## config.mk

```make
export PLATFORM = sky130hd
export DESIGN_NAME = pbs_back
export DESIGN_NICKNAME = d
export VERILOG_FILES = /design/src/design/pbs_pkg.sv /design/src/design/pbs_div.sv /design/src/design/pbs_back.sv
export SDC_FILE = /design/constraint.sdc
export NUM_CORES = 2
export LEC_CHECK = 0
export BUFFER_PORTS_ARGS = -buffer_cell sky130_fd_sc_hd__buf_4
export CORE_ASPECT_RATIO = 0.8
export CORE_MARGIN = 5
export CORE_UTILIZATION = 35
export CTS_CLUSTER_DIAMETER = 120
export DETAILED_ROUTE_END_ITERATION = 16
export PLACE_DENSITY = 0.6
export SYNTH_ARGS = -nofsm -noshare
export SYNTH_HDL_FRONTEND = slang
export SYNTH_SLANG_ARGS = --single-unit
```

## constraint.sdc

```tcl
create_clock -name clk -period 10.1 [get_ports clk]
set_clock_uncertainty 0.1 [all_clocks]
set_input_delay 2.525 -clock clk [delete_from_list [all_inputs] [get_ports clk]]
set_output_delay 2.525 -clock clk [all_outputs]
set_load 0.1 [all_outputs]
```

## src/design/pbs_pkg.sv

```systemverilog
// Package for the polygon band splitter: word types, edge action table and
// shared constants. Used by every module of the block; depends on nothing.
package pbs_pkg;

  localparam int COORD_W = 32;
  localparam int DIV_NUM_W = 66;
  localparam int DIV_DEN_W = 33;
  localparam int DIV_CNT_W = 7;

  localparam logic [1:0] REG_OFFSET = 2'd0;
  localparam logic [1:0] REG_SLOPE = 2'd1;
  localparam logic [1:0] REG_LIMIT1 = 2'd2;
  localparam logic [1:0] REG_LIMIT2 = 2'd3;

  localparam logic [1:0] ZONE_OUT_LO = 2'd0;
  localparam logic [1:0] ZONE_BAND1 = 2'd1;
  localparam logic [1:0] ZONE_BAND2 = 2'd2;
  localparam logic [1:0] ZONE_OUT_HI = 2'd3;

  typedef struct packed {
    logic signed [31:0] vertex_y;
    logic signed [31:0] vertex_z;
    logic last_vertex;
  } in_item_t;

  typedef struct packed {
    logic band;
    logic signed [31:0] point_y;
    logic signed [31:0] point_z;
    logic point_valid;
    logic polygon_done;
  } out_item_t;

  typedef enum logic [2:0] {
    OP_NONE = 3'd0,
    OP_X0 = 3'd1,
    OP_X1 = 3'd2,
    OP_X2 = 3'd3,
    OP_PT = 3'd4
  } op_t;

  typedef struct packed {
    logic b2;
    op_t op;
  } edge_op_t;

  typedef enum logic [1:0] {
    K_PT = 2'd0,
    K_CROSS = 2'd1,
    K_MARK = 2'd2
  } kind_t;

  // One queued job: one result word to be produced by the back end.
  typedef struct packed {
    kind_t kind;
    logic band;
    logic done;
    logic signed [31:0] yj;
    logic signed [31:0] zj;
    logic signed [31:0] yi;
    logic signed [31:0] zi;
    logic signed [31:0] zt;
  } job_t;

  // Actions along an edge, four nibbles {band two, op}, the first in the
  // lowest nibble; a row ends at its first empty nibble.
  function automatic logic [15:0] edge_row(input logic [1:0] from_zone,
                                           input logic [1:0] to_zone);
    logic [15:0] row;
    begin
      case ({from_zone, to_zone})
        4'd1: row = 16'h0041;
        4'd2: row = 16'hCA21;
        4'd3: row = 16'hBA21;
        4'd4: row = 16'h0001;
        4'd5: row = 16'h0004;
        4'd6: row = 16'h0CA2;
        4'd7: row = 16'h0BA2;
        4'd8: row = 16'h012A;
        4'd9: row = 16'h042A;
        4'd10: row = 16'h000C;
        4'd11: row = 16'h000B;
        4'd12: row = 16'h12AB;
        4'd13: row = 16'h42AB;
        4'd14: row = 16'h00CB;
        default: row = 16'h0000;
      endcase
      return row;
    end
  endfunction

  function automatic logic [2:0] row_count(input logic [15:0] row);
    logic [2:0] n;
    begin
      n = 3'd0;
      for (int i = 0; i < 4; i++) begin
        if (row[i*4 +: 4] != 4'h0) n = n + 3'd1;
      end
      return n;
    end
  endfunction

endpackage

```

## src/design/pbs_div.sv

```systemverilog
// Unsigned restoring divider, one quotient bit per cycle.
// Depends on pbs_pkg for its widths.
module pbs_div (
  input  logic                     clk,
  input  logic                     rst,
  input  logic                     start,
  input  logic [pbs_pkg::DIV_NUM_W-1:0] dividend,
  input  logic [pbs_pkg::DIV_DEN_W-1:0] divisor,
  output logic                     done,
  output logic [pbs_pkg::DIV_NUM_W-1:0] quotient
);
  import pbs_pkg::*;

  logic                 busy;
  logic [DIV_CNT_W-1:0] count;
  logic [DIV_DEN_W:0]   rem;
  logic [DIV_DEN_W-1:0] den;
  logic [DIV_DEN_W:0]   trial;
  logic                 fits;

  assign trial = {rem[DIV_DEN_W-1:0], quotient[DIV_NUM_W-1]};
  assign fits = trial >= {1'b0, den};

  always_ff @(posedge clk) begin
    if (rst) begin
      busy <= 1'b0;
      done <= 1'b0;
      count <= '0;
    end else begin
      done <= 1'b0;
      if (!busy && start) begin
        busy <= 1'b1;
        count <= DIV_CNT_W'(DIV_NUM_W);
      end else if (busy) begin
        count <= count - 1'b1;
        if (count == DIV_CNT_W'(1)) begin
          busy <= 1'b0;
          done <= 1'b1;
        end
      end
    end
  end

  always_ff @(posedge clk) begin
    if (!busy && start) begin
      rem <= '0;
      quotient <= dividend;
      den <= divisor;
    end else if (busy) begin
      rem <= fits ? trial - {1'b0, den} : trial;
      quotient <= {quotient[DIV_NUM_W-2:0], fits};
    end
  end

endmodule

```

## src/design/pbs_back.sv

```systemverilog
// Back end: turns queued jobs into result words, interpolating crossings
// with a split multiply and a serial divide. Depends on pbs_pkg and pbs_div.
module pbs_back (
  input  logic               clk,
  input  logic               rst,
  input  logic               pop_valid,
  output logic               pop_ready,
  input  pbs_pkg::job_t      pop_data,
  output logic               out_valid,
  input  logic               out_ready,
  output pbs_pkg::out_item_t out_data
);
  import pbs_pkg::*;

  typedef enum logic [6:0] {
    B_IDLE = 7'b0000001,
    B_PREP = 7'b0000010,
    B_MUL0 = 7'b0000100,
    B_MUL1 = 7'b0001000,
    B_DSTART = 7'b0010000,
    B_WAIT = 7'b0100000,
    B_FIN = 7'b1000000
  } bstate_t;

  bstate_t state;
  job_t    job;

  logic [32:0]          a, b, c;
  logic                 neg, dzero;
  logic [49:0]          p0;
  logic [DIV_NUM_W-1:0] prod;
  logic                 div_done;
  logic [DIV_NUM_W-1:0] div_q;

  logic signed [32:0] dy, dn, dd;
  logic [49:0]        mul_lo;
  logic [48:0]        mul_hi;
  out_item_t          res;

  assign dy = {job.yi[31], job.yi} - {job.yj[31], job.yj};
  assign dn = {job.zt[31], job.zt} - {job.zj[31], job.zj};
  assign dd = {job.zi[31], job.zi} - {job.zj[31], job.zj};
  assign mul_lo = a * b[16:0];
  assign mul_hi = a * b[32:17];

  assign pop_ready = (state == B_IDLE);

  pbs_div u_div (
    .clk      (clk),
    .rst      (rst),
    .start    (state == B_DSTART),
    .dividend (prod),
    .divisor  (c),
    .done     (div_done),
    .quotient (div_q)
  );

  always_comb begin
    res.band = job.band;
    res.polygon_done = job.done;
    res.point_valid = (job.kind != K_MARK);
    case (job.kind)
      K_PT: begin
        res.point_y = job.yi;
        res.point_z = job.zi;
      end
      K_CROSS: begin
        res.point_z = job.zt;
        if (dzero) res.point_y = job.yj;
        else if (neg) res.point_y = job.yj - $signed(div_q[31:0]);
        else res.point_y = job.yj + $signed(div_q[31:0]);
      end
      default: begin
        res.point_y = '0;
        res.point_z = '0;
      end
    endcase
  end

  always_ff @(posedge clk) begin
    if (rst) begin
      state <= B_IDLE;
      out_valid <= 1'b0;
    end else begin
      if (state == B_FIN && (!out_valid || out_ready)) out_valid <= 1'b1;
      else if (out_valid && out_ready) out_valid <= 1'b0;
      unique case (state)
        B_IDLE: begin
          if (pop_valid) state <= (pop_data.kind == K_CROSS) ? B_PREP : B_FIN;
        end
        B_PREP: state <= (dd == '0) ? B_FIN : B_MUL0;
        B_MUL0: state <= B_MUL1;
        B_MUL1: state <= B_DSTART;
        B_DSTART: state <= B_WAIT;
        B_WAIT: begin
          if (div_done) state <= B_FIN;
        end
        B_FIN: begin
          if (!out_valid || out_ready) state <= B_IDLE;
        end
        default: state <= B_IDLE;
      endcase
    end
  end

  always_ff @(posedge clk) begin
    if (state == B_IDLE && pop_valid) begin
      job <= pop_data;
      dzero <= 1'b0;
    end
    if (state == B_PREP) begin
      a <= dy[32] ? 33'(-dy) : 33'(dy);
      b <= dn[32] ? 33'(-dn) : 33'(dn);
      c <= dd[32] ? 33'(-dd) : 33'(dd);
      neg <= dy[32] ^ dn[32] ^ dd[32];
      dzero <= (dd == '0);
    end
    if (state == B_MUL0) p0 <= mul_lo;
    if (state == B_MUL1) prod <= {16'b0, p0} + {mul_hi, 17'b0};
    if (state == B_FIN && (!out_valid || out_ready)) out_data <= res;
  end

endmodule

```

Word-level counts from Yosys, hierarchy flattened
Index checks and enable logic that the tools add are counted.

Bitwise operators: 3. Add/subtract/negate cells: 11. Magnitude comparators: 1. Reduce and logical (&&, ||, !) cells: 15. Equal/unequal tests: 14. Multipliers: 2. Mux-type cells: 25.

Operator list (number): two-way mux 32 bit (5); two-way mux 66 bit (2); one-hot mux 64 bit (2 select lines) (1); negation 33 bit (3); subtractor 32 x 32 -> 33 bit (3); adder 50 x 66 -> 66 bit (1); multiplier 33 x 17 -> 50 bit (1); multiplier 33 x 16 -> 49 bit (1); two-way mux 7 bit (7); one-hot mux 7 bit (7 select lines) (1); greater-or-equal comparator 34 x 33 -> 1 bit (1); logical NOT 33 bit (1); two-way mux 33 bit (1); subtractor 33 bit (1); adder 32 bit (1); subtractor 32 bit (1); equality test 7 x 1 -> 1 bit, second input constant (2); two-way mux 1 bit (8); equality test 7 x 2 -> 1 bit, second input constant (1); equality test 7 x 3 -> 1 bit, second input constant (1); equality test 7 x 4 -> 1 bit, second input constant (1); equality test 7 x 5 -> 1 bit, second input constant (1); equality test 7 x 6 -> 1 bit, second input constant (1); equality test 7 bit, second input constant (1); 14 further kinds (24).

Logic and storage cells: 103. Bits of input ports: 168. Bits in registers: 597.

Logic depth before layout (Yosys ltp)
Depth in word-level cells: 4. Gate-level depth with buffers: 33. Mapped depth without buffers: 32.

By module
A second synthesis with hierarchy kept.

Cell total of the unflattened synthesis: 7124. Area, all modules: 68245.5 um^2.

By module, submodules not included: pbs_back (area an instance 60714.5 um^2, instances 1, cells an instance 6449, sequential area each 13613.1 um^2); pbs_div (area an instance 7531.0 um^2, instances 1, cells an instance 675, sequential area each 3813.7 um^2).

Worst setup path after synthesis
No wires, ideal clock.

Path kind: flip-flop to flip-flop. Start point: register b[24]. End point: register prod[60] (data pin). Setup time: 261 ps. Arrival: 7948 ps. Cell stages (with the launch flop): 31. Setup slack: 1791 ps. Required time: 9739 ps. Path through: edfxtp_1 > clkbuf_1 > nand2_1 > fa_1 > inv_1 > fa_1 > inv_1 > fa_1 > inv_1 > fa_1 > fa_1 > inv_1 > fa_1 > inv_1 > ha_1 > a21oi_1 > o21ai_0 > a2111oi_0 > nor2_1 > xor2_1 > ha_1 > and4_1 > a221oi_1 > o21ai_0 > or3_1 > a211oi_1 > nor4_1 > o41ai_2 > and2b_1 > and4_1 > xnor2_1.

Longest elaborated chain between the ends: 2.

RTL lines: from (decl) (line pbs_back.sv:28) `logic [32:0] a, b, c;`; from (signal assigned) (line pbs_back.sv:113) `b <= dn[32] ? 33'(-dn) : 33'(dn);`; multiplier 33 x 16 -> 49 bit (line pbs_back.sv:44) `assign mul_hi = a * b[32:17];`; adder 50 x 66 -> 66 bit (line pbs_back.sv:119) `if (state == B_MUL1) prod <= {16'b0, p0} + {mul_hi, 17'b0};`; to (signal assigned) (line pbs_back.sv:119); to (decl) (line pbs_back.sv:31) `logic [DIV_NUM_W-1:0] prod;`.

Every way passes these cells. A chain may end at the register's enable or synchronous reset.

Final worst setup path
Same ends and word-level chain as after synthesis.

==> flow_summary_export.csv <==
group,metric,value,unit
run_status,status,"complete, no violations",
die,ioPinCount,237,
sta,maxSlewViolCount,0,
setup_path,path_common_cell,"fa_1",
power,switchingPower,7.284,mW
sta,slew_headroom,0.1373,
clock_tree,h-tree-depth,3,
route,wl_per_cell,20.43,µm
grt,use_met2,0.3000,
sta,holdWs,307.3,ps
grt,grtUsageTotal,0.1973,
setup_path,cp_max_fo,23,
logic_synthesis,synthesis.area,68100,µm²
clock_tree,cts_tree,"yes",
grt,grt-ovfl-total,0,
power,power.leakage,33.42,nW
logic_synthesis,synth.distinct_cells,99,
logic_synthesis,synth-seq-area-share,0.2559,
logic_synthesis,synth_flop_cell,"edfxtp_1",
grt,antenna_found_initial,9,
power,pwr_density_cell,208.7,nW/µm²
sta,setup_viol,0,
logic_synthesis,synth_commonest_cells,"inv_1, nand2_1, fa_1",
route,drtPass1Iterations,6,
grt,grt_use_met1,0.2870,
power,intPower,8.429,mW
sta,min_period,9446,ps
place,portBuffers,236,
finish,fillCellCount,18913,
finish,fin_nets,8731,
clock_tree,ctsResizeCount,0,
place,dp_slack,616.7,ps
setup_path,cp-start-kind,"flip-flop",
sta,rsz0062_at_grt,"false",
power,p_comb_frac,0.615,
sta,worst_pin_slew,1294,ps
grt,grt_start_max_net_pins,92,
die,die_h,404.5,µm
setup_path,slowest_stage,"edfxtp_1",
die,num_rows,144,
clock_tree,cts_made_buffers,71,
logic_synthesis,yosysMostFrequentCell,"inv_1",
finish,syn2layout_area_growth,10.57,%
place,globalplace.congestion,0.9339,
logic_synthesis,synth_nets,8612,
logic_synthesis,synth_top_family_by_area,"adder cells",
logic_synthesis,synth_edf_count,547,
route,wl,200900,µm
logic_synthesis,yosys-top-cells-area,"fa_1, edfxtp_1, ha_1",
sta,worst_slack,654.4,ps
route,num_vias,51132,
setup_path,cp_slowest_stage_delay,610,ps
power,power_frac_seq,0.211,
logic_synthesis,async_reset_ff_frac,0,
logic_synthesis,synth_top_area_share,0.2652,
setup_path,crit_family,"adder cells",
logic_synthesis,synth_mux_area_frac,0.01907,
die,initial_core_util,0.3529,
setup_path,cp_data_arrival_time,9770,ps
route,viasPerCell,5.200,
logic_synthesis,yosys.area_share.simple,0.1480,
logic_synthesis,synthCells,7095,
route,drc,0,
grt,grt_pass1_wl,313600,µm
setup_path,required,10430,ps
logic_synthesis,synthAdderAreaFrac,0.3473,
grt,grt_pass1_vias,52311,
clock_tree,clock_latency,680,ps
logic_synthesis,synth_xor_area_frac,0.04785,
logic_synthesis,yosysTopAreaCell,"fa_1",
finish,layout-drive-gt1-share,0.08211,
route,ant_nets,0,
finish,fin_util,0.3902,
logic_synthesis,synth-compound-area-share,0.1014,
clock_tree,cts.path.max_buffers,3,
grt,grt.busiest_layer,"met2",
logic_synthesis,synth_warnings,0,
sta,hold_viol,0,
clock_tree,cts_num_sinks,597,
clock_tree,cts_root_buffer,"clkbuf_16",
logic_synthesis,synth_seq_cells,597,
power,p_sw_frac,0.4636,
die,die-area,203500,µm²
place,hpwlAfterDp,159600,µm
route,drtIter0Drc,4464,
sta,fin_setup_tns,0,ps
die,coreArea,193000,µm²
sta,fmax,105.9,MHz
setup_path,critPathCaptureType,"flip-flop",
clock_tree,clk_pin_slew,60,ps
setup_path,path_buf_inv,5,
power,ir_drop,0.2321,mV
logic_synthesis,syn_avg_cell_area,9.598,µm²
sta,fin_crit_sh,0.9352,
power,clkPwrFrac,0.174,
setup_path,worst-setup-path-type,"reg2reg",
worst_hold_path,hold_class,"reg2reg",
die,fp.dieW,503.2,µm
flow_run,max_cap_violations,0,
grt,met3_usage,0.04540,
-- power by group through the flow --
stage	registers (mW)	clock network, mW	logic [mW]
after floorplan	3.40	0	6.66
after detailed placement	3.37	0	9.49
final	3.32	2.73	9.66
after global placement	3.37	0	9.41
after CTS	3.32	2.80	9.56
after global routing	3.33	2.90	10.6
-- sequential cells by signal (all words and copies together) (netlist names), 7 cells and up --
name	cells
state	7
c	33
b	33
prod	66
u_div.rem	33
job	164
u_div.den	33
u_div.quotient	66
a	33
p0	50
out_data	67
u_div.count	7
-- cell type report --
| class | count | area [µm²] | area share |
|---|---|---|---|
| antenna | 7 | 17.52 | 0.0002326 |
| clock buffer | 80 | 1852 | 0.02459 |
| clock inverter | 50 | 578.1 | 0.007677 |
| inverter | 1150 | 4322 | 0.05740 |
| multi-input combinational | 5042 | 45260 | 0.6011 |
| sequential | 597 | 17430 | 0.2315 |
| tap | 2555 | 3197 | 0.04246 |
| timing repair buffer | 352 | 2643 | 0.03510 |
-- timing repair --
action                                  in CTS  in global routing
setup buffers                                0                  0
hold buffers                                 0                  0
hold endpoints to repair                     0                  0
endpoints found under the setup margin       0                  1
-- cell families (layout without fill, tap and decap cells) --
logic type      count (synthesis)  after routing
xor+xnor                      372            372
flops                         597            597
compound gates               1053           1053
other cells                     0              7
mux                           122            122
fa+ha+maj                    1349           1349
buf+inv                      1456           1632
simple gates                 2146           2146
-- routing by layer --
layer / vias to the layer above / wire length (µm)
met1: 25817 / 92190
met2: 1810 / 87110
met5: - / 44
li1: 23277 / -
met3: 222 / 17650
met4: 6 / 3907
-- final timing paths --
check	startpoint	endpoint	slack (ps)	depth (start not counted)
max	b[24]$_DFFE_PP_	prod[60]$_DFFE_PP_	650	29
max reg2reg	b[24]$_DFFE_PP_	prod[60]$_DFFE_PP_	650	29
min reg2reg	c[14]$_DFFE_PP_	u_div.den[14]$_DFFE_PP_	310	0
min	c[14]$_DFFE_PP_	u_div.den[14]$_DFFE_PP_	310	0
-- cell usage in the layout, fill, tap and decap left out, drive strengths merged, types with 22 or more instances in the layout --
| master | netlist | final |
|---|---|---|
| nor3 | 77 | 77 |
| fa | 902 | 902 |
| a31oi | 38 | 38 |
| and3 | 35 | 35 |
| nor4 | 27 | 27 |
| nand2 | 1061 | 1061 |
| mux2 | 62 | 62 |
| clkbuf | 288 | 80 |
| buf | 18 | 352 |
| o21bai | 42 | 42 |
| nand4 | 34 | 34 |
| ha | 447 | 447 |
| xnor2 | 247 | 247 |
| o21ai | 196 | 196 |
| a21o | 129 | 129 |
| dfxtp | 50 | 50 |
| nand3 | 57 | 57 |
| and2 | 334 | 334 |
| clkinv | 1 | 26 |
| mux2i | 60 | 60 |
| nand2b | 48 | 48 |
| o211ai | 41 | 41 |
| xor2 | 125 | 125 |
| or3 | 22 | 22 |
| inv | 1149 | 1159 |
| o21a | 66 | 66 |
| a211oi | 36 | 36 |
| a21oi | 320 | 320 |
| nor2b | 37 | 37 |
| edfxtp | 547 | 547 |
| nor2 | 310 | 310 |
-- per-stage QoR --
step / std cells / cell area (µm²) / total power [mW]
global placement: 9696 / 72850 / 12.78
detailed placement: 9696 / 72850 / 12.86
CTS: 9826 / 75280 / 15.68
floorplan: 7095 / 68100 / 10.06
finish: 9833 / 75290 / 15.71
global route: 9826 / 75280 / 16.86
Note: power is estimated with default switching activity, not from simulation.
