--- config.mk ---
export PLATFORM = sky130hd
export DESIGN_NAME = pbs_queue
export DESIGN_NICKNAME = d
export VERILOG_FILES = /design/src/design/pbs_pkg.sv /design/src/design/pbs_queue.sv
export SDC_FILE = /design/constraint.sdc
export NUM_CORES = 1
export LEC_CHECK = 0
export ABC_AREA = 1
export BUFFER_PORTS_ARGS = -buffer_cell sky130_fd_sc_hd__clkbuf_2
export CORE_ASPECT_RATIO = 1.4
export CORE_MARGIN = 8
export CORE_UTILIZATION = 60
export DETAILED_ROUTE_END_ITERATION = 8
export GPL_TIMING_DRIVEN = 0
export PLACE_DENSITY = 0.81
export SYNTH_ARGS = -nofsm -noshare
export SYNTH_HDL_FRONTEND = slang
export SYNTH_SLANG_ARGS = --single-unit
--- constraint.sdc ---
create_clock -name clk -period 30 [get_ports clk]
set_clock_uncertainty 0.1 [all_clocks]
set_input_delay 6 -clock clk [delete_from_list [all_inputs] [get_ports clk]]
set_output_delay 6 -clock clk [all_outputs]
set_load 0.005 [all_outputs]
--- src/design/pbs_pkg.sv ---
// Package for the polygon band splitter: word types, edge action table and
// shared constants. Used by every module of the block; depends on nothing.
package pbs_pkg;

  localparam int COORD_W = 32;
  localparam int DIV_NUM_W = 66;
  localparam int DIV_DEN_W = 33;
  localparam int DIV_CNT_W = 7;

  localparam logic [1:0] REG_OFFSET = 2'd0;
  localparam logic [1:0] REG_SLOPE = 2'd1;
  localparam logic [1:0] REG_LIMIT1 = 2'd2;
  localparam logic [1:0] REG_LIMIT2 = 2'd3;

  localparam logic [1:0] ZONE_OUT_LO = 2'd0;
  localparam logic [1:0] ZONE_BAND1 = 2'd1;
  localparam logic [1:0] ZONE_BAND2 = 2'd2;
  localparam logic [1:0] ZONE_OUT_HI = 2'd3;

  typedef struct packed {
    logic signed [31:0] vertex_y;
    logic signed [31:0] vertex_z;
    logic last_vertex;
  } in_item_t;

  typedef struct packed {
    logic band;
    logic signed [31:0] point_y;
    logic signed [31:0] point_z;
    logic point_valid;
    logic polygon_done;
  } out_item_t;

  typedef enum logic [2:0] {
    OP_NONE = 3'd0,
    OP_X0 = 3'd1,
    OP_X1 = 3'd2,
    OP_X2 = 3'd3,
    OP_PT = 3'd4
  } op_t;

  typedef struct packed {
    logic b2;
    op_t op;
  } edge_op_t;

  typedef enum logic [1:0] {
    K_PT = 2'd0,
    K_CROSS = 2'd1,
    K_MARK = 2'd2
  } kind_t;

  // One queued job: one result word to be produced by the back end.
  typedef struct packed {
    kind_t kind;
    logic band;
    logic done;
    logic signed [31:0] yj;
    logic signed [31:0] zj;
    logic signed [31:0] yi;
    logic signed [31:0] zi;
    logic signed [31:0] zt;
  } job_t;

  // Actions along an edge, four nibbles {band two, op}, the first in the
  // lowest nibble; a row ends at its first empty nibble.
  function automatic logic [15:0] edge_row(input logic [1:0] from_zone,
                                           input logic [1:0] to_zone);
    logic [15:0] row;
    begin
      case ({from_zone, to_zone})
        4'd1: row = 16'h0041;
        4'd2: row = 16'hCA21;
        4'd3: row = 16'hBA21;
        4'd4: row = 16'h0001;
        4'd5: row = 16'h0004;
        4'd6: row = 16'h0CA2;
        4'd7: row = 16'h0BA2;
        4'd8: row = 16'h012A;
        4'd9: row = 16'h042A;
        4'd10: row = 16'h000C;
        4'd11: row = 16'h000B;
        4'd12: row = 16'h12AB;
        4'd13: row = 16'h42AB;
        4'd14: row = 16'h00CB;
        default: row = 16'h0000;
      endcase
      return row;
    end
  endfunction

  function automatic logic [2:0] row_count(input logic [15:0] row);
    logic [2:0] n;
    begin
      n = 3'd0;
      for (int i = 0; i < 4; i++) begin
        if (row[i*4 +: 4] != 4'h0) n = n + 3'd1;
      end
      return n;
    end
  endfunction

endpackage

--- src/design/pbs_queue.sv ---
// Small job queue between front and back end.
// Depends on pbs_pkg for the job word.
module pbs_queue #(
  parameter int DEPTH = 4
) (
  input  logic          clk,
  input  logic          rst,
  input  logic          push_valid,
  output logic          push_ready,
  input  pbs_pkg::job_t push_data,
  output logic          pop_valid,
  input  logic          pop_ready,
  output pbs_pkg::job_t pop_data
);
  import pbs_pkg::*;

  localparam int PTR_W = (DEPTH > 1) ? $clog2(DEPTH) : 1;
  localparam int CNT_W = $clog2(DEPTH + 1);

  job_t             slots [DEPTH];
  logic [PTR_W-1:0] head, tail;
  logic [CNT_W-1:0] count;
  logic             do_push, do_pop;

  assign push_ready = count != CNT_W'(DEPTH);
  assign pop_valid = count != '0;
  assign pop_data = slots[head];
  assign do_push = push_valid && push_ready;
  assign do_pop = pop_valid && pop_ready;

  always_ff @(posedge clk) begin
    if (rst) begin
      head <= '0;
      tail <= '0;
      count <= '0;
    end else begin
      if (do_push) tail <= (tail == PTR_W'(DEPTH - 1)) ? '0 : tail + 1'b1;
      if (do_pop) head <= (head == PTR_W'(DEPTH - 1)) ? '0 : head + 1'b1;
      if (do_push && !do_pop) count <= count + 1'b1;
      else if (do_pop && !do_push) count <= count - 1'b1;
    end
  end

  always_ff @(posedge clk) begin
    if (do_push) slots[tail] <= push_data;
  end

endmodule

* After elaboration in Yosys (flattened, before gate mapping) *
Memory sizes are Yosys's and may differ from the RTL's. A register that Yosys moved wholly into a read port is not among the register bits.
Cells that the tools add are included.

word-level totals
  flip-flop bits (word level) = 7
  memory bits (writable) = 656
  bits of input ports = 168
  output and inout port bits = 166
  word-level logic and storage cells = 27
  memories kept = 1

operators by class
  $add $sub $neg = 4
  eq/ne operators = 3
  muxes and demuxes = 8
  reduce and logical (&&, ||, !) cells = 8

memory list
  name   depth  bits a word  rd ports  clocked after Yosys merged registers in  write ports  line             RTL
  slots  4      164          1         1                                        1            pbs_queue.sv:20  job_t slots [DEPTH];

operator list
  cell                 count
  $mux 2               4
  $mux 3               2
  $add 2x1->2 const B  2
  $eq 2x2->1 const B   2
  $logic_and 1x1->1    4
  $add 3x1->3 const B  1
  $ne 3x3->1 const B   1
  $reduce_bool 3->1    1
  $sub 3x1->3 const B  1
  $logic_not 1->1      2
  $mux 1               2
  $reduce_bool 2->1    1

* Logic depth before layout (Yosys ltp) *
Gate-level depths: netlist (run 1).

  depth in word-level cells = 6
  gate-level depth with buffers = 13
  gate-level depth less buffers = 13

* Least setup slack after synthesis (run 1) *
No wires, ideal clock.

  path type = input-to-reg
  start point = input push_valid
  end point = memory slots[0][0] (netlist bit) (enable)
  setup time = 690 ps
  data arrival time = 12,919 ps
  data required time = 29,210 ps
  slack = 16,291 ps
  cell stages on the path = 2
  buffers on the path = 0
  cell sequence = nand2_1 nor2_1

between the ends
  word-level cells in the longest chain between the ends = 3

ends and longest elaborated chain
  element                       line             RTL
  from (decl)                   pbs_queue.sv:8   input logic push_valid,
  $logic_and 1x1->1             pbs_queue.sv:28  assign do_push = push_valid && push_ready;
  $mux 1                        pbs_queue.sv:45  if (do_push) slots[tail] <= push_data;
  $mux 1 (implied by the code)  pbs_queue.sv:45
  to (decl)                     pbs_queue.sv:20

No other way between the ends.

==> impl_metrics.env, run 1 <==
export IMPL_io_pins=334
export IMPL_synthToLayoutAreaGrowth_pct=19.2
export IMPL_grt_pass1_vias=16072
export IMPL_track_usage=0.251
export IMPL_netlist_area_sq_mm=0.0246
export IMPL_maxSlewViolCount=0
export IMPL_dieArea_sq_mm=0.0479
export IMPL_maxCapViolations=0
export IMPL_synth_edf_count=656
export IMPL_grt_pass1_wl_mm=93.1
export IMPL_critPathLaunchType="register"
export IMPL_routed_wl_mm=62.2
export IMPL_fmax_mhz=115
export IMPL_hpwlAfterDp_mm=41.5
export IMPL_synth_seq_cells=665
export IMPL_drive_gt1_frac=0.242
export IMPL_cts_tree="yes"
export IMPL_crit_path_max_fanout=10
export IMPL_async_flop_share=0
export IMPL_synth_top_family_by_area="compound AO/OA/AOI/OAI gates"
export IMPL_post_route_period_util=0.289
export IMPL_wl_per_cell_um=23.3
export IMPL_cts_setup_buffers=0
export IMPL_r2r_end="slots[3][64]$_DFFE_PP_"
export IMPL_syn_num_nets=1830
export IMPL_ys_flop_type="edfxtp_1"
export IMPL_clk_latency_ns=0.58
export IMPL_cts_buffers=55
export IMPL_synth_xor_area_frac=0.000355
export IMPL_grt_max_degree=30
export IMPL_critPathKind="register to output pin"
export IMPL_initial_core_util=0.603
export IMPL_cts_hold_buf=0
export IMPL_r2r_start="count[0]$_SDFFE_PP0P_"
export IMPL_yosysWarnings=0
export IMPL_synth_adder_area_share=0.00386
export IMPL_num_vias=15904
export IMPL_finalSetupViolCount=0
export IMPL_clk_path_buf_depth=3
export IMPL_numPortBuffers=333
export IMPL_pre_cts_slack_ns=21.62
export IMPL_die_w_um=187
export IMPL_seq_area_frac_synth=0.807
export IMPL_hold_viol=0
export IMPL_antenna_found_initial=17
export IMPL_maxSlewHeadroom=0.364
export IMPL_final_cell_mix="edfxtp_1, clkbuf_2, nor2_1"
export IMPL_synthMuxAreaShare=0
export IMPL_first_pass_iters=5
export IMPL_rsz0062_at_grt="false"
export IMPL_cts_resized=0
export IMPL_setup_tns_ns=0
export IMPL_drtIter0Drc=1511
export IMPL_root_buffer="clkbuf_16"
export IMPL_status="finished clean"
export IMPL_power_leakage_uw=0.0104
export IMPL_cp_end_kind="output pin"
export IMPL_worstMarginPinSlew_ns=0.951
export IMPL_vias_per_cell=5.96
export IMPL_arrival_ns=2.58
export IMPL_hold_depth=2
export IMPL_place_area_sq_mm=0.0276
export IMPL_hold_path_class="register to register"
export IMPL_p_per_area_mw_per_mm2=89.4
export IMPL_cp_data_required_time_ns=23.90
export IMPL_min_delay_start="tail[0]$_SDFFE_PP0P_"
export IMPL_postSynthAreaPerCell_sq_um=14.9
export IMPL_synth_simple_area_share=0.0556
export IMPL_synth_cell_types=21
export IMPL_clkSlewWorstSetupHoldPaths_ns=0.07
export IMPL_clkSinkCount=665
export IMPL_dieHeight_um=256
export IMPL_synth_compound_area_frac=0.109
export IMPL_r2r_cells=7
export IMPL_fillCellCount=2493
export IMPL_cts_max_level=2
export IMPL_gr_total_overflow=0
export IMPL_drc=0
export IMPL_reg2reg_setup_slack_ns=27.06
export IMPL_ir_worst_vdd_v=0.0000693
export IMPL_period_needed_ns=8.68
export IMPL_setup_ws_ns=21.32
export IMPL_place_congestion=0.800
export IMPL_detail_route_antenna_nets=0
export IMPL_core_sq_mm=0.0408
export IMPL_finalInstanceArea_sq_mm=0.0294
export IMPL_num_nets_final=2245
export IMPL_mostFrequentLayoutCell="edfxtp_1"
export IMPL_synthCells=1655
export IMPL_rows=88
export IMPL_finalPower_uw=2630
export IMPL_holdPathEnd="tail[0]$_SDFFE_PP0P_"
sequential cells by signal, indices dropped and copies added, names as in the netlist, named ones only:
signal and count:
count 3, head 2, slots 656, tail 2
layer usage:
| layer | share of wire | vias to the layer above | GRT usage |
|---|---|---|---|
| li1 | - | 7132 | - |
| met1 | 0.34 | 7757 | 0.294 |
| met2 | 0.53 | 877 | 0.438 |
| met3 | 0.091 | 132 | 0.0544 |
| met4 | 0.036 | 6 | 0.113 |
| met5 | 0.00064 | - | 0 |
synthesized netlist by cell type (3+ instances only):
master / instances / area share
ha_1: 6 / 0.0030
nor2_1: 343 / 0.052
o21ai_0: 160 / 0.032
buf_4: 18 / 0.0055
clkbuf_1: 40 / 0.0061
o22ai_1: 164 / 0.042
o21ai_1: 169 / 0.034
dfxtp_1: 9 / 0.0073
edfxtp_1: 656 / 0.80
a21oi_1: 3 / 0.00061
nand2_1: 14 / 0.0021
inv_1: 15 / 0.0023
clkbuf_2: 11 / 0.0022
buf_2: 38 / 0.0077
area by class of cell:
| class | count | area (sq um) | area share |
|---|---|---|---|
| Antenna cell | 14 | 35.0 | 0.00119 |
| Buffer | 108 | 542 | 0.0184 |
| Clock buffer | 70 | 1450 | 0.0495 |
| Clock inverter | 33 | 342 | 0.0116 |
| Inverter | 16 | 60.1 | 0.00204 |
| Multi-Input combinational cell | 866 | 4190 | 0.143 |
| Sequential cell | 665 | 19900 | 0.677 |
| Tap cell | 540 | 676 | 0.0230 |
| Timing Repair Buffer | 358 | 2200 | 0.0750 |
how the worst max path moves through the flow:
stage | start | endpoint | slack [ns]
3_3_place_gp | push_valid | slots[0][138]$_DFFE_PP_ | 10.99
3_5_place_dp | push_valid | slots[3][138]$_DFFE_PP_ | 21.62
5_1_grt | register | pop_data[13] | 21.23
2_1_floorplan | push_valid | slots[0][0]$_DFFE_PP_ | 16.29
6_report | register | pop_data[149] | 21.32
4_1_cts | register | pop_data[163] | 21.33
worst max-delay path, stage by stage, from the launching register on:
cell and delay (ns):
dfxtp_1 0.45, buf_2 0.36, clkbuf_1 0.45, o21ai_0 0.22, o22ai_1 0.34, clkbuf_2 0.18
report_power, final:
| part | switching (uW) | internal, uW |
|---|---|---|
| Combinational | 500 | 264 |
| Clock | 313 | 396 |
| Sequential | 25.4 | 1130 |
kinds of logic after synthesis:
logic type,Yosys count
flops,665
compound gates,496
xor+xnor,1
simple gates,362
buf+inv,124
fa+ha+maj,7
through the flow:
step                      utilization  hold slack [ns]  cells
after detailed placement        0.675            0.435   2553
after global routing            0.719            0.478   2670
after CTS                       0.718            0.443   2656
after global placement          0.661            0.410   2528
after floorplan                     -            0.383   1655
final                           0.719            0.440   2670
(Power assumes the default switching activity.)
==> run 2, diff against run 1 <==
--- a/config.mk
+++ b/config.mk
@@ -9,10 +9,10 @@
 export BUFFER_PORTS_ARGS = -buffer_cell sky130_fd_sc_hd__clkbuf_2
 export CORE_ASPECT_RATIO = 1.4
 export CORE_MARGIN = 8
-export CORE_UTILIZATION = 60
+export CORE_UTILIZATION = 52
 export DETAILED_ROUTE_END_ITERATION = 8
 export GPL_TIMING_DRIVEN = 0
-export PLACE_DENSITY = 0.81
+export PLACE_DENSITY = 0.74
 export SYNTH_ARGS = -nofsm -noshare
 export SYNTH_HDL_FRONTEND = slang
 export SYNTH_SLANG_ARGS = --single-unit
==> constraint.sdc (replaced) <==
create_clock -name clk -period 7.3 [get_ports clk]
set_clock_uncertainty 0.1 [all_clocks]
set_input_delay 1.46 -clock clk [delete_from_list [all_inputs] [get_ports clk]]
set_output_delay 1.46 -clock clk [all_outputs]
set_load 0.005 [all_outputs]
==> impl_metrics.env, run 2 (same netlist as run 1, synthesis figures left out) <==
export IMPL_rsz0062_at_grt="false"
export IMPL_finalPower_uw=11000
export IMPL_swShare=0.315
export IMPL_cp_data_required_time_ns=5.74
export IMPL_min_delay_start="count[1]$_SDFFE_PP0P_"
export IMPL_cts_max_level=2
export IMPL_cts_resized=0
export IMPL_track_usage=0.224
export IMPL_fmax_mhz=247
export IMPL_cts_buffers=57
export IMPL_arrival_ns=2.49
export IMPL_numPortBuffers=333
export IMPL_drc=0
export IMPL_num_nets_final=2250
export IMPL_clockPowerShare=0.279
export IMPL_hold_viol=0
export IMPL_critPathLaunchType="register"
export IMPL_hold_path_class="register to register"
export IMPL_num_vias=15690
export IMPL_combPwrFrac=0.288
export IMPL_status="finished clean"
export IMPL_dp_cells=2640
export IMPL_die_w_um=200
export IMPL_cts_tree="yes"
export IMPL_critPathKind="register to output pin"
export IMPL_p_int_uw=7510
export IMPL_final_cells=2751
export IMPL_clk_latency_ns=0.59
export IMPL_cts_hold_buf=0
export IMPL_clkSlewWorstSetupHoldPaths_ns=0.06
export IMPL_first_pass_iters=5
export IMPL_pwr_share_seq=0.432
export IMPL_maxSlewViolCount=0
export IMPL_grt_max_degree=29
export IMPL_detail_route_antenna_nets=0
export IMPL_r2r_cells=8
export IMPL_switchingPower_uw=3450
export IMPL_vias_per_cell=5.70
export IMPL_initial_core_util=0.525
export IMPL_worstMarginPinSlew_ns=0.751
export IMPL_post_route_period_util=0.555
export IMPL_final_cell_mix="edfxtp_1, clkbuf_2, nor2_1"
export IMPL_drive_gt1_frac=0.244
export IMPL_r2r_end="slots[2][62]$_DFFE_PP_"
export IMPL_hold_depth=2
export IMPL_root_buffer="clkbuf_16"
export IMPL_r2r_start="count[0]$_SDFFE_PP0P_"
export IMPL_gr_total_overflow=0
export IMPL_io_pins=334
export IMPL_drtIter0Drc=1371
export IMPL_maxCapViolations=0
export IMPL_reg2reg_setup_slack_ns=4.32
export IMPL_power_leakage_uw=0.0105
export IMPL_rows=94
export IMPL_holdPathEnd="count[1]$_SDFFE_PP0P_"
export IMPL_largest_register="slots"
export IMPL_dieHeight_um=274
export IMPL_routed_wl_mm=63.0
export IMPL_finalSetupViolCount=0
export IMPL_grt_pass1_wl_mm=92.8
export IMPL_p_per_area_mw_per_mm2=370
export IMPL_clkSinkCount=665
export IMPL_core_sq_mm=0.0469
export IMPL_hpwlAfterDp_mm=42.2
export IMPL_period_needed_ns=4.05
export IMPL_place_congestion=0.783
export IMPL_ir_worst_vdd_v=0.000268
export IMPL_wl_per_cell_um=22.9
export IMPL_clk_path_buf_depth=3
export IMPL_synthToLayoutAreaGrowth_pct=20.4
export IMPL_grt_pass1_vias=16019
export IMPL_cts_setup_buffers=0
export IMPL_antenna_found_initial=7
export IMPL_largest_reg_flops=656
export IMPL_dieArea_sq_mm=0.0547
export IMPL_cp_end_kind="output pin"
export IMPL_mostFrequentLayoutCell="edfxtp_1"
export IMPL_crit_path_max_fanout=10
export IMPL_maxSlewHeadroom=0.498
export IMPL_reg_top3="slots x656, count x3"
[run 2: cell types whose count changed in the layout (fill, tap and decap cells not counted), sizes merged]
| cell | change |
|---|---|
| clkbuf | +6 |
| bufinv | +2 |
| clkinvlp | -3 |
| inv | +1 |
| clkinv | -3 |
| diode | -9 |
| buf | +3 |
[run 2: per-stage QoR]
| stage | util | setup slack (ns) | setup TNS (ns) | area, sq um | hold slack (ns) |
|---|---|---|---|---|---|
| 3_5_place_dp | 0.591 | 3.38 | 0 | 27700 | 0.438 |
| 3_3_place_gp | 0.577 | -7.51 | -4866.56 | 27100 | 0.410 |
| 2_1_floorplan | - | -1.87 | -1226.35 | 24600 | 0.383 |
| 6_report | 0.632 | 3.25 | 0 | 29700 | 0.453 |
| 4_1_cts | 0.632 | 3.21 | 0 | 29600 | 0.450 |
| 5_1_grt | 0.632 | 3.10 | 0 | 29700 | 0.476 |
[run 2: layer usage]
metal  vias up  wire [um]  global-route usage
met5         -         35                   0
met4         6       1920              0.0854
met3       124       5550              0.0502
met2       704      32400               0.384
met1      7744      23000               0.272
li1       7112          -                   -
[run 2: cell type report]
type                            instances  area, sq um
Fill cell                            3351        17300
Inverter                               16         60.1
Antenna cell                            5         12.5
Buffer                                108          542
Tap cell                              624          781
Clock buffer                           76         1550
Clock inverter                         30          357
Sequential cell                       665        19900
Multi-Input combinational cell        866         4190
Timing Repair Buffer                  361         2290
[run 2: power groups by stage]
stage / registers (uW) / logic (uW) / clock network [uW]
after floorplan: 4910 / 1570 / 0
after global placement: 5010 / 2990 / 0
after detailed placement: 4820 / 3180 / 0
after CTS: 4740 / 3200 / 3100
after global routing: 4770 / 3440 / 3240
final: 4740 / 3160 / 3060
[run 2: worst max-delay path, cell delays in order, from the launching register on]
cell and delay [ns]:
dfxtp_1 0.36, inv_1 0.09, buf_2 0.35, clkbuf_1 0.44, o21ai_0 0.18, o22ai_1 0.29
clkbuf_2 0.18
[run 2: worst max-delay path by stage]
stage	start	endpoint	slack, ns
final	register	pop_data[158]	3.25
after global routing	register	pop_data[158]	3.10
after CTS	register	pop_data[158]	3.21
after detailed placement	push_valid	slots[2][140]$_DFFE_PP_	3.38
after global placement	push_valid	slots[0][131]$_DFFE_PP_	-7.51
after floorplan	push_valid	slots[0][0]$_DFFE_PP_	-1.87
