[src/design/pbs_pkg.sv]
// Package for the polygon band splitter: word types, edge action table and
// shared constants. Used by every module of the block; depends on nothing.
package pbs_pkg;

  localparam int COORD_W = 32;
  localparam int DIV_NUM_W = 66;
  localparam int DIV_DEN_W = 33;
  localparam int DIV_CNT_W = 7;

  localparam logic [1:0] REG_OFFSET = 2'd0;
  localparam logic [1:0] REG_SLOPE = 2'd1;
  localparam logic [1:0] REG_LIMIT1 = 2'd2;
  localparam logic [1:0] REG_LIMIT2 = 2'd3;

  localparam logic [1:0] ZONE_OUT_LO = 2'd0;
  localparam logic [1:0] ZONE_BAND1 = 2'd1;
  localparam logic [1:0] ZONE_BAND2 = 2'd2;
  localparam logic [1:0] ZONE_OUT_HI = 2'd3;

  typedef struct packed {
    logic signed [31:0] vertex_y;
    logic signed [31:0] vertex_z;
    logic last_vertex;
  } in_item_t;

  typedef struct packed {
    logic band;
    logic signed [31:0] point_y;
    logic signed [31:0] point_z;
    logic point_valid;
    logic polygon_done;
  } out_item_t;

  typedef enum logic [2:0] {
    OP_NONE = 3'd0,
    OP_X0 = 3'd1,
    OP_X1 = 3'd2,
    OP_X2 = 3'd3,
    OP_PT = 3'd4
  } op_t;

  typedef struct packed {
    logic b2;
    op_t op;
  } edge_op_t;

  typedef enum logic [1:0] {
    K_PT = 2'd0,
    K_CROSS = 2'd1,
    K_MARK = 2'd2
  } kind_t;

  // One queued job: one result word to be produced by the back end.
  typedef struct packed {
    kind_t kind;
    logic band;
    logic done;
    logic signed [31:0] yj;
    logic signed [31:0] zj;
    logic signed [31:0] yi;
    logic signed [31:0] zi;
    logic signed [31:0] zt;
  } job_t;

  // Actions along an edge, four nibbles {band two, op}, the first in the
  // lowest nibble; a row ends at its first empty nibble.
  function automatic logic [15:0] edge_row(input logic [1:0] from_zone,
                                           input logic [1:0] to_zone);
    logic [15:0] row;
    begin
      case ({from_zone, to_zone})
        4'd1: row = 16'h0041;
        4'd2: row = 16'hCA21;
        4'd3: row = 16'hBA21;
        4'd4: row = 16'h0001;
        4'd5: row = 16'h0004;
        4'd6: row = 16'h0CA2;
        4'd7: row = 16'h0BA2;
        4'd8: row = 16'h012A;
        4'd9: row = 16'h042A;
        4'd10: row = 16'h000C;
        4'd11: row = 16'h000B;
        4'd12: row = 16'h12AB;
        4'd13: row = 16'h42AB;
        4'd14: row = 16'h00CB;
        default: row = 16'h0000;
      endcase
      return row;
    end
  endfunction

  function automatic logic [2:0] row_count(input logic [15:0] row);
    logic [2:0] n;
    begin
      n = 3'd0;
      for (int i = 0; i < 4; i++) begin
        if (row[i*4 +: 4] != 4'h0) n = n + 3'd1;
      end
      return n;
    end
  endfunction

endpackage

[src/design/pbs_div.sv]
// Unsigned restoring divider, one quotient bit per cycle.
// Depends on pbs_pkg for its widths.
module pbs_div (
  input  logic                     clk,
  input  logic                     rst,
  input  logic                     start,
  input  logic [pbs_pkg::DIV_NUM_W-1:0] dividend,
  input  logic [pbs_pkg::DIV_DEN_W-1:0] divisor,
  output logic                     done,
  output logic [pbs_pkg::DIV_NUM_W-1:0] quotient
);
  import pbs_pkg::*;

  logic                 busy;
  logic [DIV_CNT_W-1:0] count;
  logic [DIV_DEN_W:0]   rem;
  logic [DIV_DEN_W-1:0] den;
  logic [DIV_DEN_W:0]   trial;
  logic                 fits;

  assign trial = {rem[DIV_DEN_W-1:0], quotient[DIV_NUM_W-1]};
  assign fits = trial >= {1'b0, den};

  always_ff @(posedge clk) begin
    if (rst) begin
      busy <= 1'b0;
      done <= 1'b0;
      count <= '0;
    end else begin
      done <= 1'b0;
      if (!busy && start) begin
        busy <= 1'b1;
        count <= DIV_CNT_W'(DIV_NUM_W);
      end else if (busy) begin
        count <= count - 1'b1;
        if (count == DIV_CNT_W'(1)) begin
          busy <= 1'b0;
          done <= 1'b1;
        end
      end
    end
  end

  always_ff @(posedge clk) begin
    if (!busy && start) begin
      rem <= '0;
      quotient <= dividend;
      den <= divisor;
    end else if (busy) begin
      rem <= fits ? trial - {1'b0, den} : trial;
      quotient <= {quotient[DIV_NUM_W-2:0], fits};
    end
  end

endmodule

[src/design/pbs_front.sv]
// Front end: configuration registers, border computation, zone classing and
// job issue into the queue. Depends on pbs_pkg and pbs_div.
module pbs_front (
  input  logic              clk,
  input  logic              rst,
  input  logic              cfg_valid,
  output logic              cfg_ready,
  input  logic [1:0]        cfg_index,
  input  logic [31:0]       cfg_data,
  input  logic              in_valid,
  output logic              in_ready,
  input  pbs_pkg::in_item_t in_data,
  output logic              push_valid,
  input  logic              push_ready,
  output pbs_pkg::job_t     push_data
);
  import pbs_pkg::*;

  typedef enum logic [3:0] {
    F_IDLE = 4'b0001,
    F_BORD = 4'b0010,
    F_CLASS = 4'b0100,
    F_EMIT = 4'b1000
  } fstate_t;

  typedef enum logic [1:0] {
    P_A = 2'd0,
    P_B = 2'd1,
    P_MARK = 2'd2
  } phase_t;

  fstate_t state;
  phase_t  phase;

  logic signed [31:0] strain_offset, strain_slope, first_limit, second_limit;
  logic signed [31:0] thr [3];
  logic               bvalid;
  logic [1:0]         bi;
  logic               bstarted;
  logic               bneg;

  logic signed [31:0] cur_y, cur_z;
  logic               cur_last;
  logic signed [31:0] first_y, first_z, prev_y, prev_z;
  logic [1:0]         first_zone, prev_zone;
  logic               have_first;

  logic signed [31:0] pa_y, pa_z;
  logic [15:0]        row_a, row_b;
  logic [2:0]         cnt_a, cnt_b;
  logic [2:0]         k;
  logic [3:0]         pushed, total;

  logic [1:0]  zn;
  logic        rising, falling;
  logic [15:0] row_a_next, row_b_next;
  logic [1:0]  first_zone_next;

  logic signed [32:0] lim_ext, diff;
  logic [32:0]        diff_mag, slope_mag;
  logic               div_start, div_done;
  logic [DIV_NUM_W-1:0] div_q;
  logic signed [31:0] border_val;

  logic [15:0] row_cur;
  logic [2:0]  cnt_cur;
  edge_op_t    eop;
  logic signed [31:0] zt_sel;

  assign rising = (thr[0] < thr[1]) && (thr[1] < thr[2]);
  assign falling = (thr[0] > thr[1]) && (thr[1] > thr[2]);

  always_comb begin
    zn = ZONE_OUT_LO;
    if (rising) begin
      if (cur_z < thr[0]) zn = ZONE_OUT_LO;
      else if (cur_z < thr[1]) zn = ZONE_BAND1;
      else if (cur_z <= thr[2]) zn = ZONE_BAND2;
      else zn = ZONE_OUT_HI;
    end else if (falling) begin
      if (cur_z < thr[2]) zn = ZONE_OUT_HI;
      else if (cur_z <= thr[1]) zn = ZONE_BAND2;
      else if (cur_z <= thr[0]) zn = ZONE_BAND1;
      else zn = ZONE_OUT_LO;
    end
  end

  // The first vertex of a polygon has no incoming edge; it is emitted alone
  // when it lies in a band.
  always_comb begin
    if (have_first) begin
      row_a_next = edge_row(prev_zone, zn);
      first_zone_next = first_zone;
    end else begin
      first_zone_next = zn;
      if (zn == ZONE_BAND1) row_a_next = 16'h0004;
      else if (zn == ZONE_BAND2) row_a_next = 16'h000C;
      else row_a_next = 16'h0000;
    end
    row_b_next = edge_row(zn, first_zone_next);
  end

  // Border numerator (limit - offset) * 2^16 divided in magnitude.
  always_comb begin
    case (bi)
      2'd1: lim_ext = {first_limit[31], first_limit};
      2'd2: lim_ext = {second_limit[31], second_limit};
      default: lim_ext = '0;
    endcase
    diff = lim_ext - {strain_offset[31], strain_offset};
    diff_mag = diff[32] ? 33'(-diff) : 33'(diff);
    slope_mag = strain_slope[31] ? 33'(-{1'b1, strain_slope}) : {1'b0, strain_slope};
  end

  // Truncated signed quotient saturated to 32 bits.
  always_comb begin
    if (!bneg) begin
      border_val = (div_q[DIV_NUM_W-1:31] != '0) ? 32'sh7FFFFFFF : $signed(div_q[31:0]);
    end else begin
      if ((div_q[DIV_NUM_W-1:32] != '0) || (div_q[31] && (div_q[30:0] != '0)))
        border_val = 32'sh80000000;
      else
        border_val = $signed(-div_q[31:0]);
    end
  end

  assign div_start = (state == F_BORD) && (strain_slope != '0) && !bstarted;

  pbs_div u_div (
    .clk      (clk),
    .rst      (rst),
    .start    (div_start),
    .dividend ({17'b0, diff_mag, 16'b0}),
    .divisor  (slope_mag),
    .done     (div_done),
    .quotient (div_q)
  );

  assign cfg_ready = (state == F_IDLE);
  assign in_ready = (state == F_IDLE) && bvalid && !cfg_valid;

  assign row_cur = (phase == P_A) ? row_a : row_b;
  assign cnt_cur = (phase == P_A) ? cnt_a : (cur_last ? cnt_b : 3'd0);
  assign eop = edge_op_t'(row_cur[k[1:0]*4 +: 4]);

  always_comb begin
    case (eop.op)
      OP_X0: zt_sel = thr[0];
      OP_X1: zt_sel = thr[1];
      OP_X2: zt_sel = thr[2];
      default: zt_sel = '0;
    endcase
  end

  always_comb begin
    push_valid = 1'b0;
    push_data = '0;
    push_data.kind = K_MARK;
    if (state == F_EMIT) begin
      if (phase == P_MARK) begin
        push_valid = 1'b1;
        push_data.done = 1'b1;
      end else if (k < cnt_cur) begin
        push_valid = 1'b1;
        push_data.kind = (eop.op == OP_PT) ? K_PT : K_CROSS;
        push_data.band = eop.b2;
        push_data.done = cur_last && ((pushed + 4'd1) == total);
        push_data.zt = zt_sel;
        if (phase == P_A) begin
          push_data.yj = pa_y;
          push_data.zj = pa_z;
          push_data.yi = cur_y;
          push_data.zi = cur_z;
        end else begin
          push_data.yj = cur_y;
          push_data.zj = cur_z;
          push_data.yi = first_y;
          push_data.zi = first_z;
        end
      end
    end
  end

  always_ff @(posedge clk) begin
    if (rst) begin
      state <= F_IDLE;
      phase <= P_A;
      strain_offset <= '0;
      strain_slope <= '0;
      first_limit <= '0;
      second_limit <= '0;
      bvalid <= 1'b0;
      bi <= '0;
      bstarted <= 1'b0;
      have_first <= 1'b0;
      first_y <= '0;
      first_z <= '0;
      first_zone <= '0;
      prev_y <= '0;
      prev_z <= '0;
      prev_zone <= '0;
      k <= '0;
      pushed <= '0;
    end else begin
      unique case (state)
        F_IDLE: begin
          if (cfg_valid) begin
            bvalid <= 1'b0;
            case (cfg_index)
              REG_OFFSET: strain_offset <= cfg_data;
              REG_SLOPE: strain_slope <= cfg_data;
              REG_LIMIT1: first_limit <= cfg_data;
              default: second_limit <= cfg_data;
            endcase
          end else if (!bvalid) begin
            state <= F_BORD;
            bi <= '0;
            bstarted <= 1'b0;
          end else if (in_valid) begin
            state <= F_CLASS;
          end
        end
        F_BORD: begin
          if (strain_slope == '0) begin
            bvalid <= 1'b1;
            state <= F_IDLE;
          end else if (!bstarted) begin
            bstarted <= 1'b1;
            bneg <= diff[32] ^ strain_slope[31];
          end else if (div_done) begin
            bstarted <= 1'b0;
            if (bi == 2'd2) begin
              bvalid <= 1'b1;
              state <= F_IDLE;
            end else begin
              bi <= bi + 2'd1;
            end
          end
        end
        F_CLASS: begin
          pa_y <= prev_y;
          pa_z <= prev_z;
          row_a <= row_a_next;
          row_b <= row_b_next;
          cnt_a <= row_count(row_a_next);
          cnt_b <= row_count(row_b_next);
          total <= {1'b0, row_count(row_a_next)}
                   + (cur_last ? {1'b0, row_count(row_b_next)} : 4'd0);
          prev_y <= cur_y;
          prev_z <= cur_z;
          prev_zone <= zn;
          if (!have_first) begin
            first_y <= cur_y;
            first_z <= cur_z;
            first_zone <= zn;
          end
          have_first <= !cur_last;
          phase <= P_A;
          k <= '0;
          pushed <= '0;
          state <= F_EMIT;
        end
        F_EMIT: begin
          if (phase == P_MARK) begin
            if (push_ready) state <= F_IDLE;
          end else if (k < cnt_cur) begin
            if (push_ready) begin
              k <= k + 3'd1;
              pushed <= pushed + 4'd1;
            end
          end else if (phase == P_A) begin
            phase <= P_B;
            k <= '0;
          end else if (cur_last && (total == 4'd0)) begin
            phase <= P_MARK;
          end else begin
            state <= F_IDLE;
          end
        end
        default: state <= F_IDLE;
      endcase
    end
  end

  always_ff @(posedge clk) begin
    if (state == F_IDLE && in_ready && in_valid) begin
      cur_y <= in_data.vertex_y;
      cur_z <= in_data.vertex_z;
      cur_last <= in_data.last_vertex;
    end
    if (rst) begin
      thr[0] <= '0;
      thr[1] <= '0;
      thr[2] <= '0;
    end else if (state == F_BORD) begin
      if (strain_slope == '0) begin
        thr[0] <= '0;
        thr[1] <= '0;
        thr[2] <= '0;
      end else if (bstarted && div_done) begin
        thr[bi] <= border_val;
      end
    end
  end

endmodule

[config.mk]
export PLATFORM = sky130hd
export DESIGN_NAME = pbs_front
export DESIGN_NICKNAME = d
export VERILOG_FILES = /design/src/design/pbs_pkg.sv /design/src/design/pbs_div.sv /design/src/design/pbs_front.sv
export SDC_FILE = /design/constraint.sdc
export NUM_CORES = 2
export LEC_CHECK = 0
export ABC_AREA = 1
export BUFFER_PORTS_ARGS = -buffer_cell sky130_fd_sc_hd__clkbuf_2
export CORE_UTILIZATION = 66
export DETAILED_ROUTE_END_ITERATION = 8
export PLACE_DENSITY = 0.86
export SLEW_MARGIN = 20
export SYNTH_ARGS = -nofsm -noshare
export SYNTH_HDL_FRONTEND = slang
export SYNTH_SLANG_ARGS = --single-unit
[constraint.sdc]
create_clock -name clk -period 9.9 [get_ports clk]
set_clock_uncertainty 0.2 [all_clocks]
set_input_delay 0 -clock clk [delete_from_list [all_inputs] [get_ports clk]]
set_output_delay 0 -clock clk [all_outputs]
set_load 0.01 [all_outputs]
Word level (Yosys, flattened, before mapping)
Memory sizes are Yosys's and may differ from the RTL's.
Cells that the tools add are included.
- register bits after elaboration: 591
- RAM bits: 96
- memory bits (read-only): 480
- input port bits: 104
- word-level logic and storage cells: 303
- memories: 3
- memory list (name ; depth ; bits a word ; read ports ; clocked after Yosys merged registers in ; wr ports ; RTL line ; RTL):
    (no name shown) ; 16 ; 15 ; 1 ; 0 ; 0 ; pbs_pkg.sv:71 ; case ({from_zone, to_zone})
    (no name shown) ; 16 ; 15 ; 1 ; 0 ; 0 ; pbs_pkg.sv:71 ;
    thr ; 3 ; 32 ; 3 ; 0 ; 3 ; pbs_front.sv:36 ; logic signed [31:0] thr [3];
- $add $sub $neg: 16
- $lt $le $gt $ge: 12
- equal/unequal tests: 39
- shift-type cells: 1
- multiplexer cells: 129
- bitwise gates (word level): 10
- reduce and logical (&&, ||, !) cells: 55
- operator list (kind ; number):
    two-way mux 164 bit ; 2
    two-way mux 32 bit ; 7
    less-than comparator 32 bit ; 5
    two-way mux 160 bit ; 1
    two-way mux 128 bit ; 1
    two-way mux 49 bit ; 2
    less-or-equal comparator 32 bit ; 3
    case mux 32 bit (3 select lines) ; 1
    two-way mux 3 bit ; 30
    two-way mux 4 bit ; 17
    two-way mux 33 bit ; 2
    negation 33 bit ; 2
    case mux 33 bit (2 select lines) ; 1
    subtractor 33 bit ; 2
    > comparator 32 bit ; 2
    two-way mux 2 bit ; 18
    two-way mux 1 bit ; 35
    nonzero test 35 bit ; 1
    >= comparator 34 x 33 -> 1 bit ; 1
    nonzero test 34 bit ; 1
    logical NOT 32 bit ; 1
    two-way mux 16 bit ; 2
    negation 32 bit ; 1
    nonzero test 32 bit ; 1
    other kinds (50) ; 123

Longest topological paths before layout
An unclocked memory read counts as a cell.
- word-level depth: 28
- depth in mapped cells: 41
- gate-level depth less buffers: 40

By module
A second synthesis with hierarchy kept.
- cells, all modules: 5360
- area, all modules: 40471.3 sq um
- by module, submodules not included (module ; times used ; cells each ; area an instance (sq um) ; sequential area each (sq um)):
    pbs_front ; 1 ; 4180 ; 31858.1 ; 13553.0
    pbs_div ; 1 ; 1180 ; 8613.3 ; 3813.7

Least setup slack after synthesis
No wires, ideal clock.
- path kind: flip-flop to flip-flop
- from: register state[3]
- to: register cnt_a[0], enable pin
- setup time: 0.568 ns
- arrival: 5.815 ns
- path slack: 3.316 ns
- stages on the path, launching flop included: 6
- path buffers: 2
- period minus slack after synthesis: 6.584 ns
- path through: dfxtp_1 > nor4_2 > clkinv_1 > clkbuf_1 > clkbuf_1 > nor2_1
- cells in the longest elaborated chain, start to end: 2
- RTL lines (what ; RTL line ; RTL):
    from (decl) ; pbs_front.sv:32 ; fstate_t state;
    from (signal assigned) ; pbs_front.sv:186 ; state <= F_IDLE;
    from (signal assigned) ; pbs_front.sv:216 ; state <= F_BORD;
    from (signal assigned) ; pbs_front.sv:220 ; state <= F_CLASS;
    equality test 4 x 3 -> 1 bit ; pbs_front.sv:205 ; unique case (state)
    AND reduction 2 bit (no line) ; n/a ;
    to (signal assigned) ; pbs_front.sv:245 ; cnt_a <= row_count(row_a_next);
    to (decl) ; pbs_front.sv:50 ; logic [2:0] cnt_a, cnt_b;
Every way passes these cells.
A chain may end at the register's enable or synchronous reset.

Final worst setup path
- from: register cur_z[23]
- to: register total[2] (data pin)
- elaborated cells on any way between the ends: 62
- RTL lines (what ; RTL line ; RTL):
    from (decl) ; pbs_front.sv:42 ; logic signed [31:0] cur_y, cur_z;
    from (signal assigned) ; pbs_front.sv:288 ; cur_z <= in_data.vertex_z;
    less-or-equal comparator 32 bit ; pbs_front.sv:83 ; else if (cur_z <= thr[0]) zn = ZONE_BAND1;
    two-way mux 1 bit ; pbs_front.sv:83 ;
    two-way mux 2 bit ; pbs_front.sv:82 ; else if (cur_z <= thr[1]) zn = ZONE_BAND2;
    two-way mux 2 bit ; pbs_front.sv:81 ; if (cur_z < thr[2]) zn = ZONE_OUT_HI;
    two-way mux 2 bit ; pbs_front.sv:80 ; end else if (falling) begin
    two-way mux 2 bit * ; pbs_front.sv:75 ; if (rising) begin
    branches (longest 2 deep; another with memory read (16 x 15 bit)) ; n/a ;
    two-way mux 16 bit * ; pbs_front.sv:91 ; if (have_first) begin
    named net row_a_next[1] ; pbs_front.sv:56 ; logic [15:0] row_a_next, row_b_next;
    [... 9 more ...] ; n/a ;
    two-way mux 3 bit * ; pbs_pkg.sv:97 ; if (row[i*4 +: 4] != 4'h0) n = n + 3'd1;
    two-way mux 3 bit * ; pbs_front.sv:205 ;
    two-way mux 3 bit * ; pbs_front.sv:185 ; if (rst) begin
    adder 3 x 1 -> 3 bit ; pbs_pkg.sv:97 ;
    two-way mux 3 bit * ; pbs_pkg.sv:97 ;
    two-way mux 3 bit * ; pbs_front.sv:205 ;
    two-way mux 3 bit * ; pbs_front.sv:185 ;
    adder 3 x 3 -> 4 bit * ; pbs_front.sv:248 ; + (cur_last ? {1'b0, row_count(row_b_next)} : 4'd0);
    to (signal assigned) ; pbs_front.sv:247 ; total <= {1'b0, row_count(row_a_next)}
    to (decl) ; pbs_front.sv:52 ; logic [3:0] pushed, total;
Mark *: on every way through the listed nets, which the timed path passes. The select of a mux whose other input is x is not followed.

==> metrics.md <==
| Metric | Value |
|---|---|
| Max cap viols | 0 |
| Final Cell Area | 44,880 um^2 |
| Die area | 60,060 um^2 |
| Routed met1 length | 43,690 um |
| Highest metal used | met4 |
| Num CTS Buffers | 71 |
| Pwr Density | 214.1 nW/um^2 |
| Reg power frac | 35.6% |
| Largest net degree at the start of global routing | 139 |
| Least-Margin Pin Slew | 1.135 ns |
| Layout cells sized above 1 | 9.548% |
| Post-synthesis async set-or-reset flop share | 0% |
| Critical path class | flop to flop |
| Post-CTS Setup Bufs | 0 |
| Antenna violations before repair | 1 |
| Worst Path Required | 10.08 ns |
| Sw Ratio | 38.28% |
| Mapped Avg Cell Area | 7.856 um^2 |
| All-Layer GR Usage | 38.04% |
| Critical path endpoint category | flop |
| Post-layout nets | 5,654 |
| Num rows | 88 |
| CP max-delay cell | edfxtp_1 |
| Setup TNS | 0 ns |
| Synthesized flop and latch total | 685 |
| Static Leak | 20.33 nW |
| Global-route wire length before repair | 183,100 um |
| Routed Antenna Nets | 0 |
| Die Wd | 245.1 um |
| Port bufs | 270 |
| Most common cell in the synthesized netlist | nand2_1 |
| Via/cell ratio | 6.043 |
| Commonest cells in the netlist | 838 x nand2_1, 630 x inv_1, 600 x nor2_1 |
| GRT overflow | 0 |
| Die height | 245.1 um |
| Post-synth top area share | 25.56% |
| Mapped Area | 39,000 um^2 |
| Post-synth EDFFs | 332 |
| Synth warn | 0 |
| Worst Path Arrival | 6.20 ns |
| CP dominant cell by count | nand2_1 |
| Startpoint types | flop |
| Final Hold Viols | 0 |
| Routed wire length per instance | 19.04 um |
| Register area share after synthesis | 43.69% |
| Status | complete, no violations |
| Clock Power Share | 28.7% |
| Setup violations, final | 0 |
| CTS H-tree lvls | 3 |
| Clk Latency, worst-skew pair | 0.65 ns |
| Worst vdd ir | 202.9 uV |
| Final Cycle Share | 60.90% |
| Worst-path maximum fanout | 14 |
| CTS root buf | clkbuf_16 |
| Area grow syn2layout | 15.08% |
| Core area | 58,030 um^2 |
| Comb power frac | 35.8% |
| Initial DRT Pass Iterations | 7 |
| Synth top area cells | edfxtp_1 26%, dfxtp_1 18%, ha_1 8.1% |
| Routed WL | 116,500 um |
| Hold_ws | 0.06021 ns |
| Buffer depth of the longest clock path | 3 |
| Synth cell types | 73 |
| Internal power | 5.931 mW |
| Placed Area | 40,700 um^2 |
| RSZ-0062 raised after global routing | false |
| Vias | 36.98k |
| HP Class | primary input to flop |
| Headroom to the max-slew limit | 23.65% |
| Area leader, netlist | edfxtp_1 |
| TritonCTS clock tree | built |
| Switching power | 3.678 mW |
| Final Critical Period | 6.029 ns |
| Mapped Cells | 4,964 |
| Cts hold-fix bufs | 174 |
| Max Freq | 165.9 MHz |
| Core Util, Final | 77.34% |
| Main flop type after synthesis | dfxtp_1 |
| Vias in the first global route | 35.09k |
| I/O pins | 271 |
| Clock tree sinks | 685 |
| Met3 wire len | 11,470 um |
| Post-CTS sizing | 0 |
| RePlAce Congestion | 0.9688 |
| Max-slew violations | 0 |
| Starting density of the core | 67.21% |
| Clk slew on worst S/H paths | 0.07 ns |
| Slowest stage delay, CP | 0.56 ns |
| Met2 Wirelength | 54,290 um |
| Drt first-iter violations | 4,232 |
| Post-synthesis net count | 5,324 |
| Post-DP HPWL | 74,410 um |
| # DRC | 0 |
-- through the flow --
| step | cells | power, mW | worst slack [ns] |
|---|---|---|---|
| 2_1_floorplan | 4964 | 5.964 | 3.316 |
| 3_3_place_gp | 5811 | 6.625 | 4.285 |
| 3_5_place_dp | 5811 | 6.704 | 4.102 |
| 4_1_cts | 6116 | 9.485 | 4.070 |
| 5_1_grt | 6118 | 10.12 | 3.574 |
| 6_report | 6119 | 9.609 | 3.871 |
-- kinds of logic (layout without fill, tap and decap cells) --
family,after synthesis,count (layout),synth area share [%]
AOI/OAI and AO/OA,1258,1258,17.48
xor gates and xnor gates,119,119,2.827
adders and majority gates,256,256,8.271
buffers and inverters,864,1252,8.522
DFF,685,685,43.69
other,1,3,0.009616
and+or+nand+nor,1781,1781,19.21
-- registers in the layout, summed over array words and instances (netlist names), 33 cells and up --
register,cells
thr,96
u_div.den,33
u_div.quotient,66
u_div.rem,33
-- power by group through the flow --
| stage | Sequential, mW | Combinational (mW) | Clock, mW |
|---|---|---|---|
| 2_1_floorplan | 3.41 | 2.55 | 0 |
| 3_3_place_gp | 3.46 | 3.17 | 0 |
| 3_5_place_dp | 3.47 | 3.24 | 0 |
| 4_1_cts | 3.41 | 3.33 | 2.75 |
| 5_1_grt | 3.44 | 3.80 | 2.87 |
| 6_report | 3.42 | 3.44 | 2.76 |
-- layer usage --
layer | vias up | GRT usage (%)
met4 | 0 | 21.25
met1 | 16970 | 46.42
met3 | 505 | 7.872
met5 | - | 0
li1 | 17290 | -
met2 | 2217 | 62.70
-- path summary, 6_finish.rpt --
check | start | end | slack, ns | cells past startpoint
max | cur_z[23]$_DFFE_PP_ | total[2]$_DFFE_PP_ | 3.87 | 30
min | cfg_data[20] | first_limit[20]$_SDFFE_PP0P_ | 0.06 | 4
max reg2reg | cur_z[23]$_DFFE_PP_ | total[2]$_DFFE_PP_ | 3.87 | 30
min reg2reg | prev_y[8]$_SDFFE_PP0P_ | pa_y[8]$_DFFE_PP_ | 0.22 | 0
-- critical path, delay by kind of cell, from the launching register on --
kind	cells	cell delay (ns)
compound gates	2	0.21
buf+inv	4	0.35
flops	1	0.56
xor+xnor	1	0.17
fa+ha+maj	5	1.68
simple gates	18	2.58
-- layout make-up --
| cell class | count | area [um^2] |
|---|---|---|
| clock buffer | 102 | 2071 |
| fill | 3867 | 13150 |
| tap | 765 | 957.2 |
| antenna | 2 | 5.005 |
| clock inverter | 29 | 327.8 |
| inverter | 649 | 2444 |
| multi-input combinational | 3415 | 18710 |
| sequential | 685 | 17040 |
| timing repair buffer | 472 | 3323 |
-- cells in the final DEF, fill, tap and decap left out, drive strengths merged, types with 4 or more instances in the layout --
| cell type | count |
|---|---|
| a21oi | 599 |
| nor2 | 612 |
| dlygate4sd3 | 174 |
| xor2 | 80 |
| o21ai | 477 |
| a211oi | 6 |
| ha | 253 |
| xnor2 | 39 |
| nand3 | 145 |
| edfxtp | 332 |
| inv | 649 |
| a21o | 13 |
| a31oi | 8 |
| dfxtp | 353 |
| nand4 | 46 |
| o221ai | 14 |
| buf | 28 |
| nor3 | 84 |
| clkbuf | 372 |
| nand2 | 852 |
| o211ai | 11 |
| nor4 | 23 |
| nand3b | 4 |
| a22oi | 32 |
| nor3b | 4 |
| o22ai | 40 |
| clkinv | 22 |
| o21bai | 10 |
| o21a | 20 |
| bufinv | 4 |
| o31ai | 5 |
Note: power is estimated with default switching activity, not from simulation.
